==> src/rtl/irt_pkg.sv <==
// Package for the integer to radix text converter.
// Holds radix limits, character codes, back-end state type and the digit lookup.
// No dependencies.
package irt_pkg;

	localparam int VALUE_BITS_DEF = 32;
	localparam int STEP_BITS      = 4;

	localparam logic [5:0] BASE_RESET   = 6'd10;
	localparam logic [5:0] BASE_MIN     = 6'd2;
	localparam logic [5:0] BASE_MAX     = 6'd36;
	localparam logic [5:0] DECIMAL_BASE = 6'd10;
	localparam logic [7:0] MINUS_CHAR   = 8'h2D;
	localparam logic [7:0] DIGIT_ZERO   = 8'h30;
	localparam logic [7:0] LETTER_BIAS  = 8'h37;

	typedef struct packed {
		logic       neg;
		logic [5:0] base;
	} irt_ctl_t;

	typedef enum logic [1:0] {
		BK_IDLE,
		BK_DIV,
		BK_PREP,
		BK_EMIT
	} irt_state_t;

	function automatic logic [7:0] digit_char(input logic [5:0] d);
		logic [7:0] dw;
		dw = {2'b00, d};
		if (d < 6'd10) begin
			return DIGIT_ZERO + dw;
		end
		return LETTER_BIAS + dw;
	endfunction

endpackage

==> src/rtl/irt_ram.sv <==
// Generic single-port-write, single-port-read RAM with registered read data.
// Depends on nothing.
module irt_ram #(
	parameter int WIDTH = 8,
	parameter int DEPTH = 32
) (
	input  logic                     clk,
	input  logic                     we,
	input  logic [$clog2(DEPTH)-1:0] waddr,
	input  logic [WIDTH-1:0]         wdata,
	input  logic [$clog2(DEPTH)-1:0] raddr,
	output logic [WIDTH-1:0]         rdata
);

	logic [WIDTH-1:0] mem_q [DEPTH];

	always_ff @(posedge clk) begin
		if (we) begin
			mem_q[waddr] <= wdata;
		end
		rdata <= mem_q[raddr];
	end

endmodule

==> src/rtl/irt_fifo.sv <==
// Two-entry queue between the front and back ends of the converter.
// Depends on nothing.
module irt_fifo #(
	parameter int WIDTH = 8
) (
	input  logic             clk,
	input  logic             arst_n,
	input  logic             push,
	input  logic [WIDTH-1:0] push_data,
	input  logic             pop,
	output logic [WIDTH-1:0] pop_data,
	output logic             full,
	output logic             empty
);

	localparam int DEPTH = 2;
	localparam int PTR_W = $clog2(DEPTH);
	localparam int CNT_W = $clog2(DEPTH + 1);

	logic [WIDTH-1:0] mem_q [DEPTH];
	logic [PTR_W-1:0] wr_ptr_q;
	logic [PTR_W-1:0] rd_ptr_q;
	logic [CNT_W-1:0] count_q;
	logic             do_push;
	logic             do_pop;

	assign full     = (count_q == CNT_W'(DEPTH));
	assign empty    = (count_q == '0);
	assign do_push  = push && !full;
	assign do_pop   = pop && !empty;
	assign pop_data = mem_q[rd_ptr_q];

	always_ff @(posedge clk) begin
		if (do_push) begin
			mem_q[wr_ptr_q] <= push_data;
		end
	end

	always_ff @(posedge clk or negedge arst_n) begin
		if (!arst_n) begin
			wr_ptr_q <= '0;
			rd_ptr_q <= '0;
			count_q  <= '0;
		end else begin
			if (do_push) begin
				wr_ptr_q <= wr_ptr_q + PTR_W'(1);
			end
			if (do_pop) begin
				rd_ptr_q <= rd_ptr_q + PTR_W'(1);
			end
			if (do_push && !do_pop) begin
				count_q <= count_q + CNT_W'(1);
			end else if (do_pop && !do_push) begin
				count_q <= count_q - CNT_W'(1);
			end
		end
	end

endmodule

==> src/rtl/irt_front.sv <==
// Front end: holds the radix register, accepts values and classifies them
// into magnitude, sign flag and effective radix. Depends on irt_pkg.
module irt_front
	import irt_pkg::*;
#(
	parameter int VALUE_BITS = VALUE_BITS_DEF
) (
	input  logic                  clk,
	input  logic                  arst_n,
	input  logic                  cfg_valid,
	output logic                  cfg_ready,
	input  logic [5:0]            cfg_data,
	input  logic                  start,
	input  logic                  full,
	input  logic [VALUE_BITS-1:0] value,
	output logic                  push,
	output logic [VALUE_BITS-1:0] mag,
	output irt_ctl_t              ctl
);

	logic [5:0] base_q;
	logic [5:0] base_eff;
	logic       neg;

	assign cfg_ready = 1'b1;
	assign push      = start && !full;

	always_ff @(posedge clk or negedge arst_n) begin
		if (!arst_n) begin
			base_q <= BASE_RESET;
		end else if (cfg_valid && cfg_ready) begin
			base_q <= cfg_data;
		end
	end

	always_comb begin
		if (base_q < BASE_MIN) begin
			base_eff = BASE_MIN;
		end else if (base_q > BASE_MAX) begin
			base_eff = BASE_MAX;
		end else begin
			base_eff = base_q;
		end
		neg = (base_eff == DECIMAL_BASE) && value[VALUE_BITS-1];
		mag = neg ? (~value + VALUE_BITS'(1)) : value;
		ctl.neg  = neg;
		ctl.base = base_eff;
	end

endmodule

==> src/rtl/irt_back.sv <==
// Back end: divides the magnitude by the radix STEP_BITS bits at a time, stacks
// the digits in a RAM and plays them out most significant first, after a minus
// sign for negative values. Depends on irt_pkg and irt_ram.
module irt_back
	import irt_pkg::*;
#(
	parameter int VALUE_BITS = VALUE_BITS_DEF
) (
	input  logic                  clk,
	input  logic                  arst_n,
	input  logic                  empty,
	input  logic [VALUE_BITS-1:0] mag,
	input  irt_ctl_t              ctl,
	output logic                  pop,
	output logic                  strobe,
	output logic [7:0]            character,
	output logic                  last_char
);

	localparam int STEPS  = (VALUE_BITS + STEP_BITS - 1) / STEP_BITS;
	localparam int DIV_W  = STEPS * STEP_BITS;
	localparam int STEP_W = $clog2(STEPS);
	localparam int AW     = $clog2(VALUE_BITS);
	localparam int CNT_W  = $clog2(VALUE_BITS + 1);

	irt_state_t        state_q;
	irt_state_t        state_d;
	logic [DIV_W-1:0]  dvd_q;
	logic [DIV_W-1:0]  dvd_d;
	logic [5:0]        rem_q;
	logic [5:0]        rem_d;
	logic [5:0]        base_q;
	logic              neg_q;
	logic [STEP_W-1:0] step_q;
	logic [CNT_W-1:0]  cnt_q;
	logic [AW-1:0]     ptr_q;
	logic              div_last;
	logic              ram_we;
	logic [AW-1:0]     raddr;
	logic [5:0]        rdata;
	logic              strobe_q;
	logic [7:0]        char_q;
	logic              last_q;

	assign strobe    = strobe_q;
	assign character = char_q;
	assign last_char = last_q;

	assign div_last = (step_q == STEP_W'(STEPS - 1));
	assign pop      = (state_q == BK_IDLE) && !empty;
	assign ram_we   = (state_q == BK_DIV) && div_last;
	assign raddr    = (state_q == BK_PREP) ? ptr_q : ptr_q - AW'(1);

	always_comb begin
		logic [6:0]           t;
		logic [5:0]           r;
		logic [STEP_BITS-1:0] q;
		r = rem_q;
		q = '0;
		for (int i = 0; i < STEP_BITS; i++) begin
			t = {r, dvd_q[DIV_W-1-i]};
			if (t >= {1'b0, base_q}) begin
				r = 6'(t - {1'b0, base_q});
				q[STEP_BITS-1-i] = 1'b1;
			end else begin
				r = t[5:0];
			end
		end
		rem_d = r;
		dvd_d = {dvd_q[DIV_W-STEP_BITS-1:0], q};
	end

	irt_ram #(
		.WIDTH(6),
		.DEPTH(VALUE_BITS)
	) u_digits (
		.clk  (clk),
		.we   (ram_we),
		.waddr(cnt_q[AW-1:0]),
		.wdata(rem_d),
		.raddr(raddr),
		.rdata(rdata)
	);

	always_comb begin
		state_d = state_q;
		case (state_q)
			BK_IDLE: begin
				if (!empty) begin
					state_d = BK_DIV;
				end
			end
			BK_DIV: begin
				if (div_last && dvd_d == '0) begin
					state_d = BK_PREP;
				end
			end
			BK_PREP: begin
				state_d = BK_EMIT;
			end
			BK_EMIT: begin
				if (ptr_q == '0) begin
					state_d = BK_IDLE;
				end
			end
			default: begin
				state_d = BK_IDLE;
			end
		endcase
	end

	always_ff @(posedge clk or negedge arst_n) begin
		if (!arst_n) begin
			state_q  <= BK_IDLE;
			step_q   <= '0;
			cnt_q    <= '0;
			ptr_q    <= '0;
			strobe_q <= 1'b0;
		end else begin
			state_q  <= state_d;
			strobe_q <= 1'b0;
			case (state_q)
				BK_IDLE: begin
					step_q <= '0;
					cnt_q  <= '0;
				end
				BK_DIV: begin
					if (div_last) begin
						step_q <= '0;
						cnt_q  <= cnt_q + CNT_W'(1);
						ptr_q  <= cnt_q[AW-1:0];
					end else begin
						step_q <= step_q + STEP_W'(1);
					end
				end
				BK_PREP: begin
					strobe_q <= neg_q;
				end
				BK_EMIT: begin
					strobe_q <= 1'b1;
					ptr_q    <= ptr_q - AW'(1);
				end
				default: begin
					step_q <= '0;
				end
			endcase
		end
	end

	always_ff @(posedge clk) begin
		case (state_q)
			BK_IDLE: begin
				dvd_q  <= DIV_W'(mag);
				rem_q  <= '0;
				base_q <= ctl.base;
				neg_q  <= ctl.neg;
			end
			BK_DIV: begin
				dvd_q <= dvd_d;
				rem_q <= div_last ? 6'd0 : rem_d;
			end
			BK_PREP: begin
				char_q <= MINUS_CHAR;
				last_q <= 1'b0;
			end
			BK_EMIT: begin
				char_q <= digit_char(rdata);
				last_q <= (ptr_q == '0);
			end
			default: begin
				rem_q <= '0;
			end
		endcase
	end

endmodule

==> src/rtl/integer_to_radix_text.sv <==
// Integer to radix text converter: emits the text of one value, one character per beat.
// Each digit is worked out in the shared 4-bit-per-cycle divider, then characters leave one
// per cycle. The back end takes a new value only once it has finished the last character of
// the previous one; a two-entry queue takes new values while the divider works.
// Results cannot be stalled. Reset sets the radix to ten. Uses irt_pkg.
module integer_to_radix_text
	import irt_pkg::*;
#(
	parameter int VALUE_BITS = VALUE_BITS_DEF
) (
	input  logic                         clk,
	input  logic                         arst_n,
	input  logic                         cfg_valid,
	output logic                         cfg_ready,
	input  logic [5:0]                   cfg_data,
	input  logic                         start,
	output logic                         busy,
	input  logic signed [VALUE_BITS-1:0] value,
	output logic                         strobe,
	output logic [7:0]                   character,
	output logic                         last_char
);

	localparam int ENTRY_W = VALUE_BITS + $bits(irt_ctl_t);

	logic                  push;
	logic                  pop;
	logic                  full;
	logic                  empty;
	logic [VALUE_BITS-1:0] front_mag;
	irt_ctl_t              front_ctl;
	logic [ENTRY_W-1:0]    q_data;
	logic [VALUE_BITS-1:0] back_mag;
	irt_ctl_t              back_ctl;

	assign busy = full;
	assign {back_mag, back_ctl} = q_data;

	irt_front #(
		.VALUE_BITS(VALUE_BITS)
	) u_front (
		.clk      (clk),
		.arst_n   (arst_n),
		.cfg_valid(cfg_valid),
		.cfg_ready(cfg_ready),
		.cfg_data (cfg_data),
		.start    (start),
		.full     (full),
		.value    (value),
		.push     (push),
		.mag      (front_mag),
		.ctl      (front_ctl)
	);

	irt_fifo #(
		.WIDTH(ENTRY_W)
	) u_fifo (
		.clk      (clk),
		.arst_n   (arst_n),
		.push     (push),
		.push_data({front_mag, front_ctl}),
		.pop      (pop),
		.pop_data (q_data),
		.full     (full),
		.empty    (empty)
	);

	irt_back #(
		.VALUE_BITS(VALUE_BITS)
	) u_back (
		.clk      (clk),
		.arst_n   (arst_n),
		.empty    (empty),
		.mag      (back_mag),
		.ctl      (back_ctl),
		.pop      (pop),
		.strobe   (strobe),
		.character(character),
		.last_char(last_char)
	);

endmodule
==> config.mk <==
export PLATFORM = sky130hd
export DESIGN_NAME = integer_to_radix_text
export DESIGN_NICKNAME = d
export VERILOG_FILES = /design/src/rtl/irt_pkg.sv /design/src/rtl/irt_ram.sv /design/src/rtl/irt_fifo.sv /design/src/rtl/irt_front.sv /design/src/rtl/irt_back.sv /design/src/rtl/integer_to_radix_text.sv
export SDC_FILE = /design/constraint.sdc
export NUM_CORES = 1
export LEC_CHECK = 0
export BUFFER_PORTS_ARGS = -buffer_cell sky130_fd_sc_hd__buf_2
export CORE_MARGIN = 3
export CORE_UTILIZATION = 53
export DETAILED_ROUTE_END_ITERATION = 16
export PLACE_DENSITY = 0.78
export SYNTH_ARGS = -nofsm -noshare
export SYNTH_HDL_FRONTEND = slang
export SYNTH_SLANG_ARGS = --single-unit
export TNS_END_PERCENT = 10
==> constraint.sdc <==
create_clock -name clk -period 22.3 [get_ports clk]
set_clock_uncertainty 0.2 [all_clocks]
set_input_delay 4.46 -clock clk [delete_from_list [all_inputs] [get_ports clk]]
set_output_delay 4.46 -clock clk [all_outputs]
set_load 0.03 [all_outputs]
==> results_dict.tcl, run 1 <==
set metrics [dict create \
    status "complete, no violations" \
    rsz0062_at_grt "no" \
    max_slew.worst_pin.slew_ns 1.112 \
    slew_headroom 0.2570 \
    yosysMostFrequentCell "edfxtp_1" \
    synth_enable_flop_cells 323 \
    maxSlewViolCount 0 \
    yosysTopAreaCellShare 0.6043 \
    maxCapViolCount 0 \
    gp_congestion 0.9164 \
    synthArstFlopShare 0.07324 \
    yosysWarnings 0 \
    die_w_microns 180.0 \
    num-fill-cells 2162 \
    stdcell_area_sq_mm 0.01791 \
    fin_crit_sh 0.4050 \
    grt_pass1_vias 9237 \
    hpwlAfterDp_mm 20.98 \
    critPathArrivalTime_ns 9.15 \
    timing.hold.ws_ns 0.2624 \
    synth_largest_area_cell "edfxtp_1" \
    clock_latency_ns 0.52 \
    antenna_found_initial 0 \
    crit_top_cell "ha_1" \
    drc_errors 0 \
    yosysUniqueCellTypes 65 \
    clk_pin_slew_worst_paths_ns 0.06 \
    fmax_mhz 110.7 \
    hp-class "register to register" \
    crit_slowest_cell "mux2i_2" \
    grt_use_total 0.1986 \
    setup_viol 0 \
    ys_seq_area_frac 0.6525 \
    ys.flop_type "edfxtp_1" \
    numCtsBuffers 36 \
    grt_max_degree 88 \
    ys_top_cells_by_area "edfxtp_1 (60%), mux4_2 (8.4%), dfrtp_1 (3.7%)" \
    placed_area_sq_mm 0.01674 \
    start_kind "register" \
    cts.root.buffer_cell "clkbuf_16" \
    cts.sinks 355 \
    grt_pass1_wl_mm 51.11 \
    synthTopCellsByCount "edfxtp_1 (323), nor2_1 (72), nand2_1 (71), mux4_2 (60), o21ai_0 (59)" \
    drive_gt1_frac 0.1839 \
    vdd_drop_max_v 0.00005984 \
    dr_total_vias 9099 \
    hold_viol 0 \
    ioPinCount 54 \
    vias_per_cell 5.939 \
    syn_nets 1150 \
    cts_buffer_depth 3 \
    fin_tns_setup_ns 0 \
    p_total_mw 1.430 \
    grt-ovfl-total 0 \
    drt-pass1-iter-count 5 \
    core-area_sq_mm 0.02972 \
    layout.nets 1202 \
    critPathMaxStageDelay_ns 0.71 \
    first_iter_violations 739 \
    die_area_sq_mm 0.03241 \
    cts_setup_buffers 0 \
    cts-htree-levels 2 \
    rows 63 \
    cp.required_ns 22.42 \
    cts_tree "built" \
    cellLeakagePower_nw 6.659 \
    endpoint_kind "register" \
    die_h_microns 180.0 \
    criticalPathCategory "register to register" \
    ant_nets 0 \
    cts.repair.resized 0 \
    ys_seq_elements 355 \
    wl_mm 32.26 \
    initial_core_util 0.5401 \
    netlist_area_sq_mm 0.01605 \
    holdBufCountCts 0 \
    port_buffers 51 \
    area_growth_syn_to_layout_pct 11.62 \
    postSynthCellCount 1063 \
    period_minus_slack_ns 9.032 \
    antenna_cells 0 \
    worstPathMaxFanout 20 \
    p_per_area_mw_per_mm2 79.81 \
    syn_avg_cell_area_sq_um 15.10 \
    routedWlPerCell_microns 21.06 \
]
[worst max-delay path: cells and delay by family (launching register included)]
kind	cells	cell delay (ns)
AO/OA/AOI/OAI	12	3.09
adder cells (fa/ha/maj)	4	1.31
buffers and inverters	3	0.56
flip-flops	1	0.45
multiplexers	2	1.13
AND/OR/NAND/NOR	11	2.06
[cells by family (layout without fill, tap and decap cells)]
logic type               count (synthesis)  after routing  share of synthesized area
adder cells (fa/ha/maj)                 46             46                    0.03757
XOR/XNOR                                55             55                    0.03001
other                                    2              2                  0.0004679
AND/OR/NAND/NOR                        235            235                    0.06969
flip-flops                             355            355                     0.6525
buffers and inverters                   87            166                    0.02089
multiplexers                           128            128                     0.1292
AO/OA/AOI/OAI                          155            155                    0.05971
[placed cells by master, fill, tap and decap left out, drive strengths merged, types with 21 or more instances in the layout]
cell type  Yosys  routed
xnor2         34      34
mux4          60      60
buf            9      59
mux2i         38      38
xor2          21      21
inv           41      41
dfrtp         24      24
mux2          30      30
ha            41      41
a21oi         36      36
nand2         72      72
clkbuf        36      51
edfxtp       323     323
nor2          72      72
o21ai         61      61
[sequential cells by signal, summed over array words and instances, names as in the netlist]
register,flops
u_back.step_q,3
u_fifo.mem_q,78
u_back.cnt_q,5
u_back.rem_q,6
u_fifo.count_q,2
u_fifo.wr_ptr_q,1
u_back.neg_q,1
u_back.strobe,1
u_front.base_q,6
u_back.last_char,1
u_back.ptr_q,5
u_back.dvd_q,32
u_fifo.rd_ptr_q,1
u_back.u_digits.mem_q,192
u_back.character,7
u_back.state_q,2
u_back.u_digits.rdata,6
u_back.base_q,6
[per-layer routing]
layer,global-route usage,share of wire,vias to the layer above
li1,-,-,4160
met5,0,0,-
met4,0.05281,0.020,0
met1,0.2701,0.41,4565
met3,0.03391,0.061,44
met2,0.3373,0.51,330
[layout make-up]
cell class                 instances  area, sq um  share of cell area
clock inverter                    14        145.1            0.008102
timing repair buffer              59        315.3             0.01760
multi-input combinational        621         5304              0.2961
inverter                          42        157.7            0.008800
sequential                       355        10470              0.5846
clock buffer                      51         1031             0.05755
tap                              390        488.0             0.02724
[worst paths after layout]
path                       slack (ns)                           from  cells past startpoint                                      to
min in group asynchronous        3.76                         arst_n                      1             u_back.cnt_q[0]$_DFFE_PN0P_
min                              0.26         u_back.neg_q$_DFFE_PP_                      2                 u_back.strobe$_DFF_PN0_
max in group asynchronous       17.70                         arst_n                      1             u_fifo.rd_ptr_q$_DFFE_PN0P_
max reg2reg                     13.27  u_back.rem_q[3]$_SDFFCE_PP0P_                     32  u_back.u_digits.mem_q[25][0]$_DFFE_PP_
max                             13.27  u_back.rem_q[3]$_SDFFCE_PP0P_                     32  u_back.u_digits.mem_q[25][0]$_DFFE_PP_
min reg2reg                      0.26         u_back.neg_q$_DFFE_PP_                      2                 u_back.strobe$_DFF_PN0_
[report_power, final]
| part | total, mW | leakage (nW) | switching, mW | internal, mW |
|---|---|---|---|---|
| clock network | 0.597 | 0.568 | 0.239 | 0.357 |
| registers | 0.776 | 3.38 | 0.0121 | 0.764 |
| logic | 0.0576 | 2.71 | 0.0389 | 0.0187 |
[through the flow]
stage               setup slack [ns]  std cells  utilization
global route                   12.54       1532       0.6028
CTS                            13.31       1532       0.6028
floorplan                      13.90       1063            -
detailed placement             13.39       1467       0.5633
global placement               13.69       1467       0.5633
finish                         13.27       1532       0.6028
Note: power is estimated with default switching activity, not from simulation.
==> run 2, diff against run 1 <==
Settings changed: ABC_AREA set to 1.
Clock period 22.3 ns to 8.5 ns, I/O delays scaled along.
==> results_dict.tcl, run 2 <==
set metrics [dict create \
    numCtsBuffers 37 \
    synth_enable_flop_cells 323 \
    cts-htree-levels 2 \
    cts.sinks 355 \
    period_minus_slack_ns 7.528 \
    max_slew.worst_pin.slew_ns 1.169 \
    setup_viol 0 \
    grt_max_degree 97 \
    mostFrequentLayoutCells "edfxtp_1 (323), nor2_1 (242), nand2_1 (194)" \
    p_per_area_mw_per_mm2 207.0 \
    r2r_setup_slack_ns 0.97 \
    syn_nets 1568 \
    drt-pass1-iter-count 5 \
    fmax_mhz 132.8 \
    fin_crit_sh 0.8856 \
    die_h_microns 181.5 \
    hpwlAfterDp_mm 22.93 \
    yosysTopAreaCellShare 0.5944 \
    gp_congestion 0.9026 \
    synthTopCellsByCount "edfxtp_1 (323), nor2_1 (244), nand2_1 (195), o21ai_0 (136), inv_1 (98)" \
    drc_errors 0 \
    pre_cts_slack_ns 0.9874 \
    hold_viol 0 \
    antenna_cells 0 \
    rsz0062_at_grt "no" \
    start_kind "register" \
    timing.final.ws_setup_ns 0.9722 \
    core-area_sq_mm 0.02995 \
    dp_cells 1874 \
    grt_pass1_vias 10871 \
    hp-class "register to register" \
    yosysUniqueCellTypes 55 \
    drive_gt1_frac 0.1057 \
    num-fill-cells 2323 \
    cts_buffer_depth 3 \
    ys_seq_area_frac 0.6418 \
    syn_avg_cell_area_sq_um 11.02 \
    endpoint_kind "register" \
    vdd_drop_max_v 0.0001189 \
    rows 63 \
    largest_reg_flops 192 \
    regArea_sq_mm 0.01047 \
    cellLeakagePower_nw 6.739 \
    grt-ovfl-total 0 \
    routedWlPerCell_microns 18.65 \
    wl_mm 36.19 \
    cts.repair.resized 0 \
    cts_setup_buffers 0 \
    p_total_mw 3.752 \
    antenna_found_initial 0 \
    layout.nets 1610 \
    fin_tns_setup_ns 0 \
    die_w_microns 181.5 \
    ys.flop_type "edfxtp_1" \
    port_buffers 51 \
    yosysWarnings 0 \
    crit_slowest_cell "inv_1" \
    grt_use_total 0.2175 \
    multi_input_area_sq_mm 0.005219 \
    cts.root.buffer_cell "clkbuf_16" \
    first_iter_violations 1174 \
    netlist_area_sq_mm 0.01632 \
    status "complete, no violations" \
    die_area_sq_mm 0.03293 \
    ioPinCount 54 \
    synthArstFlopShare 0.07324 \
    cp.required_ns 8.48 \
    area_growth_syn_to_layout_pct 11.06 \
    initial_core_util 0.5448 \
    cts_tree "built" \
    stdcell_count 1941 \
    criticalPathCategory "register to register" \
    yosysMostFrequentCell "edfxtp_1" \
    critPathArrivalTime_ns 7.51 \
    largestRegisters "u_back.u_digits.mem_q x192, u_fifo.mem_q x78, u_back.dvd_q x32" \
    regMostFlops "u_back.u_digits.mem_q" \
    slew_headroom 0.2158 \
    crit_top_cell "nand2_1" \
    final_common_cell "edfxtp_1" \
    maxCapViolCount 0 \
    clk_pin_slew_worst_paths_ns 0.06 \
    grt_pass1_wl_mm 57.30 \
    holdBufCountCts 0 \
    ys_seq_elements 355 \
    dr_total_vias 11195 \
    clock_latency_ns 0.53 \
    synth_largest_area_cell "edfxtp_1" \
    maxSlewViolCount 0 \
    timing.hold.ws_ns 0.2760 \
    ys_top_cells_by_area "edfxtp_1 (59%), nor2_1 (5.6%), nand2_1 (4.5%)" \
    worstPathMaxFanout 32 \
    vias_per_cell 5.768 \
    critPathMaxStageDelay_ns 0.71 \
    postSynthCellCount 1481 \
    ant_nets 0 \
]
-- run 2: cells by family after synthesis --
family / Yosys count / share of synthesized area
AOI/OAI and AO/OA: 330 / 0.1182
DFF: 355 / 0.6418
buffers and inverters: 164 / 0.03972
and+or+nand+nor: 538 / 0.1382
xor gates and xnor gates: 47 / 0.02523
adders and majority gates: 45 / 0.03634
other: 2 / 0.0004602
-- run 2: critical path: cells and delay by family, from the launching register on --
kind	cells	cell delay [ns]
and+or+nand+nor	17	1.82
adders and majority gates	4	1.24
DFF	1	0.48
buffers and inverters	4	1.07
AOI/OAI and AO/OA	12	2.35
-- run 2: path summary, 6_finish.rpt --
check | start | endpoint | cells past startpoint
hold reg to reg | u_back.neg_q$_DFFE_PP_ | u_back.strobe$_DFF_PN0_ | 2
setup reg to reg | u_back.base_q[1]$_DFFE_PP_ | u_back.u_digits.mem_q[17][5]$_DFFE_PP_ | 37
max in group asynchronous | arst_n | u_back.step_q[2]$_DFFE_PN0P_ | 1
hold / removal | u_back.neg_q$_DFFE_PP_ | u_back.strobe$_DFF_PN0_ | 2
setup / recovery | u_back.base_q[1]$_DFFE_PP_ | u_back.u_digits.mem_q[17][5]$_DFFE_PP_ | 37
min in group asynchronous | arst_n | u_front.base_q[0]$_DFFE_PN0P_ | 1
-- run 2: where the power goes --
group | internal [mW] | switching, mW
logic | 0.0375 | 0.112
clock network | 0.923 | 0.650
registers | 2.00 | 0.0286
total | 2.96 | 0.791
-- run 2: routing by layer --
metal,GRT usage,part of all wire
met1,0.2918,0.42
met2,0.3720,0.50
met3,0.02584,0.059
met4,0.07221,0.028
met5,0,0
-- run 2: final cells by class --
class,instances,area share
clock buffers,49,0.05696
inverters,102,0.02126
flip-flops and latches,355,0.5779
repair buffers,65,0.01988
multi-input cells,962,0.2880
well taps,390,0.02693
clock inverters,18,0.009113
-- run 2: through the flow --
stage	cell area [sq um]	util
floorplan	16320	-
global placement	16930	0.5650
detailed placement	16930	0.5650
CTS	18120	0.6050
global route	18120	0.6050
finish	18120	0.6050
==> run 3, diff against run 2 <==
Settings changed: CORE_MARGIN 3 to not set.
==> results_dict.tcl, run 3 (synthesized netlist as in run 2, its figures left out) <==
set metrics [dict create \
    vias_per_cell 5.751 \
    power.switching_mw 0.7919 \
    cp.required_ns 8.49 \
    clk_pin_slew_worst_paths_ns 0.07 \
    timing.hold.ws_ns 0.2672 \
    grt_max_degree 97 \
    ant_nets 0 \
    critPathMaxStageDelay_ns 0.73 \
    cts-htree-levels 2 \
    rsz0062_at_grt "no" \
    grt-ovfl-total 0 \
    drc_errors 0 \
    ioPinCount 54 \
    setup_viol 0 \
    hpwlAfterDp_mm 22.93 \
    stdcell_area_sq_mm 0.01805 \
    initial_core_util 0.5448 \
    drive_gt1_frac 0.1016 \
    drt-pass1-iter-count 5 \
    dr_total_vias 11128 \
    first_iter_violations 1009 \
    port_buffers 51 \
    cts.root.buffer_cell "clkbuf_16" \
    power.internal_mw 2.904 \
    final_common_cell "edfxtp_1" \
    cts_tree "built" \
    clockPowerShare 0.411 \
    hold_viol 0 \
    multi_input_area_sq_mm 0.005223 \
    worstReg2RegEnd "u_back.u_digits.mem_q[4][2]$_DFFE_PP_" \
    worstPathMaxFanout 32 \
    cellLeakagePower_nw 6.682 \
    clock_latency_ns 0.53 \
    maxSlewViolCount 0 \
    core-area_sq_mm 0.02995 \
    antenna_cells 0 \
    crit_slowest_cell "inv_1" \
    vdd_drop_max_v 0.0001200 \
    wl_mm 35.71 \
    worstHoldEndpoint "u_back.strobe$_DFF_PN0_" \
    grt_pass1_wl_mm 56.49 \
    largest_reg_flops 192 \
    status "complete, no violations" \
    final_util 0.6026 \
    slew_headroom 0.3096 \
    mostFrequentLayoutCells "edfxtp_1 (323), nor2_1 (242), nand2_1 (194)" \
    fin_crit_sh 0.8819 \
    rows 63 \
    die_w_microns 177.5 \
    regMostFlops "u_back.u_digits.mem_q" \
    period_minus_slack_ns 7.496 \
    layout.nets 1608 \
    cts_setup_buffers 0 \
    pwr-share-comb 0.040 \
    maxCapViolCount 0 \
    start_kind "register" \
    die_area_sq_mm 0.03149 \
    area_growth_syn_to_layout_pct 10.61 \
    die_h_microns 177.5 \
    grt_use_total 0.2328 \
    critPathArrivalTime_ns 7.48 \
    routedWlPerCell_microns 18.45 \
    max_slew.worst_pin.slew_ns 1.034 \
    holdBufCountCts 0 \
    regArea_sq_mm 0.01047 \
    cts.repair.resized 0 \
    regToRegStartpoint "u_back.base_q[1]$_DFFE_PP_" \
    endpoint_kind "register" \
    hold_path_depth 2 \
    grt_pass1_vias 10988 \
    crit_top_cell "nand2_1" \
    r2r_setup_slack_ns 1.00 \
    numCtsBuffers 36 \
    pwr-share-seq 0.549 \
    largestRegisters "u_back.u_digits.mem_q x192, u_fifo.mem_q x78, u_back.dvd_q x32" \
    hp-class "register to register" \
    cts_buffer_depth 3 \
    cts.sinks 355 \
    criticalPathCategory "register to register" \
    switching_share 0.2143 \
    placed_area_sq_mm 0.01692 \
    antenna_found_initial 0 \
    fmax_mhz 133.4 \
    num-fill-cells 2356 \
    gp_congestion 0.8719 \
    p_total_mw 3.696 \
    fin_tns_setup_ns 0 \
    p_per_area_mw_per_mm2 204.7 \
    r2r_cells 35 \
    hp-start "u_back.neg_q$_DFFE_PP_" \
]
-- run 3: worst max-delay path by stage --
stage	from	end	cells past startpoint
floorplan	u_back.base_q[1]$_DFFE_PP_	u_back.u_digits.mem_q[0][4]$_DFFE_PP_	35
global placement	u_back.base_q[1]$_DFFE_PP_	u_back.u_digits.mem_q[6][2]$_DFFE_PP_	35
detailed placement	u_back.base_q[1]$_DFFE_PP_	u_back.u_digits.mem_q[5][2]$_DFFE_PP_	35
CTS	u_back.base_q[1]$_DFFE_PP_	u_back.u_digits.mem_q[29][2]$_DFFE_PP_	35
global route	u_back.base_q[1]$_DFFE_PP_	u_back.u_digits.mem_q[31][5]$_DFFE_PP_	38
finish	u_back.base_q[1]$_DFFE_PP_	u_back.u_digits.mem_q[4][2]$_DFFE_PP_	35
-- run 3: cell type report --
type / count / share of cell area
clock buffers: 44 / 0.05268
clock inverters: 18 / 0.009843
inverters: 102 / 0.02135
multi-input cells: 962 / 0.2893
flip-flops and latches: 355 / 0.5802
well taps: 390 / 0.02703
repair buffers: 64 / 0.01955
-- run 3: worst max-delay path: cells and delay by family (launching register included) --
family                   cells  cell delay, ns
adder cells (fa/ha/maj)      4            1.32
AND/OR/NAND/NOR             17            1.69
flip-flops                   1            0.49
buffers and inverters        4            1.10
AO/OA/AOI/OAI               10            2.30
-- run 3: per-stage QoR --
step	std cells	setup WS, ns
after floorplan	1481	2.176
after global placement	1873	1.305
after detailed placement	1873	1.077
after CTS	1935	1.054
after global routing	1935	0.3305
final	1935	1.004
-- run 3: per-layer routing --
layer	share of wire	track usage	up-vias
met4	0.035	0.09651	0
met1	0.41	0.2994	5288
met2	0.49	0.3957	432
met3	0.063	0.03342	84
met5	0	0	-
li1	-	-	5324
-- run 3: power groups by stage --
stage | combinational, mW | clock, mW | sequential [mW]
after CTS | 0.152 | 1.54 | 2.03
final | 0.149 | 1.52 | 2.03
after global placement | 0.148 | 0 | 2.06
after detailed placement | 0.152 | 0 | 2.07
after global routing | 0.168 | 1.61 | 2.04
after floorplan | 0.0896 | 0 | 2.06
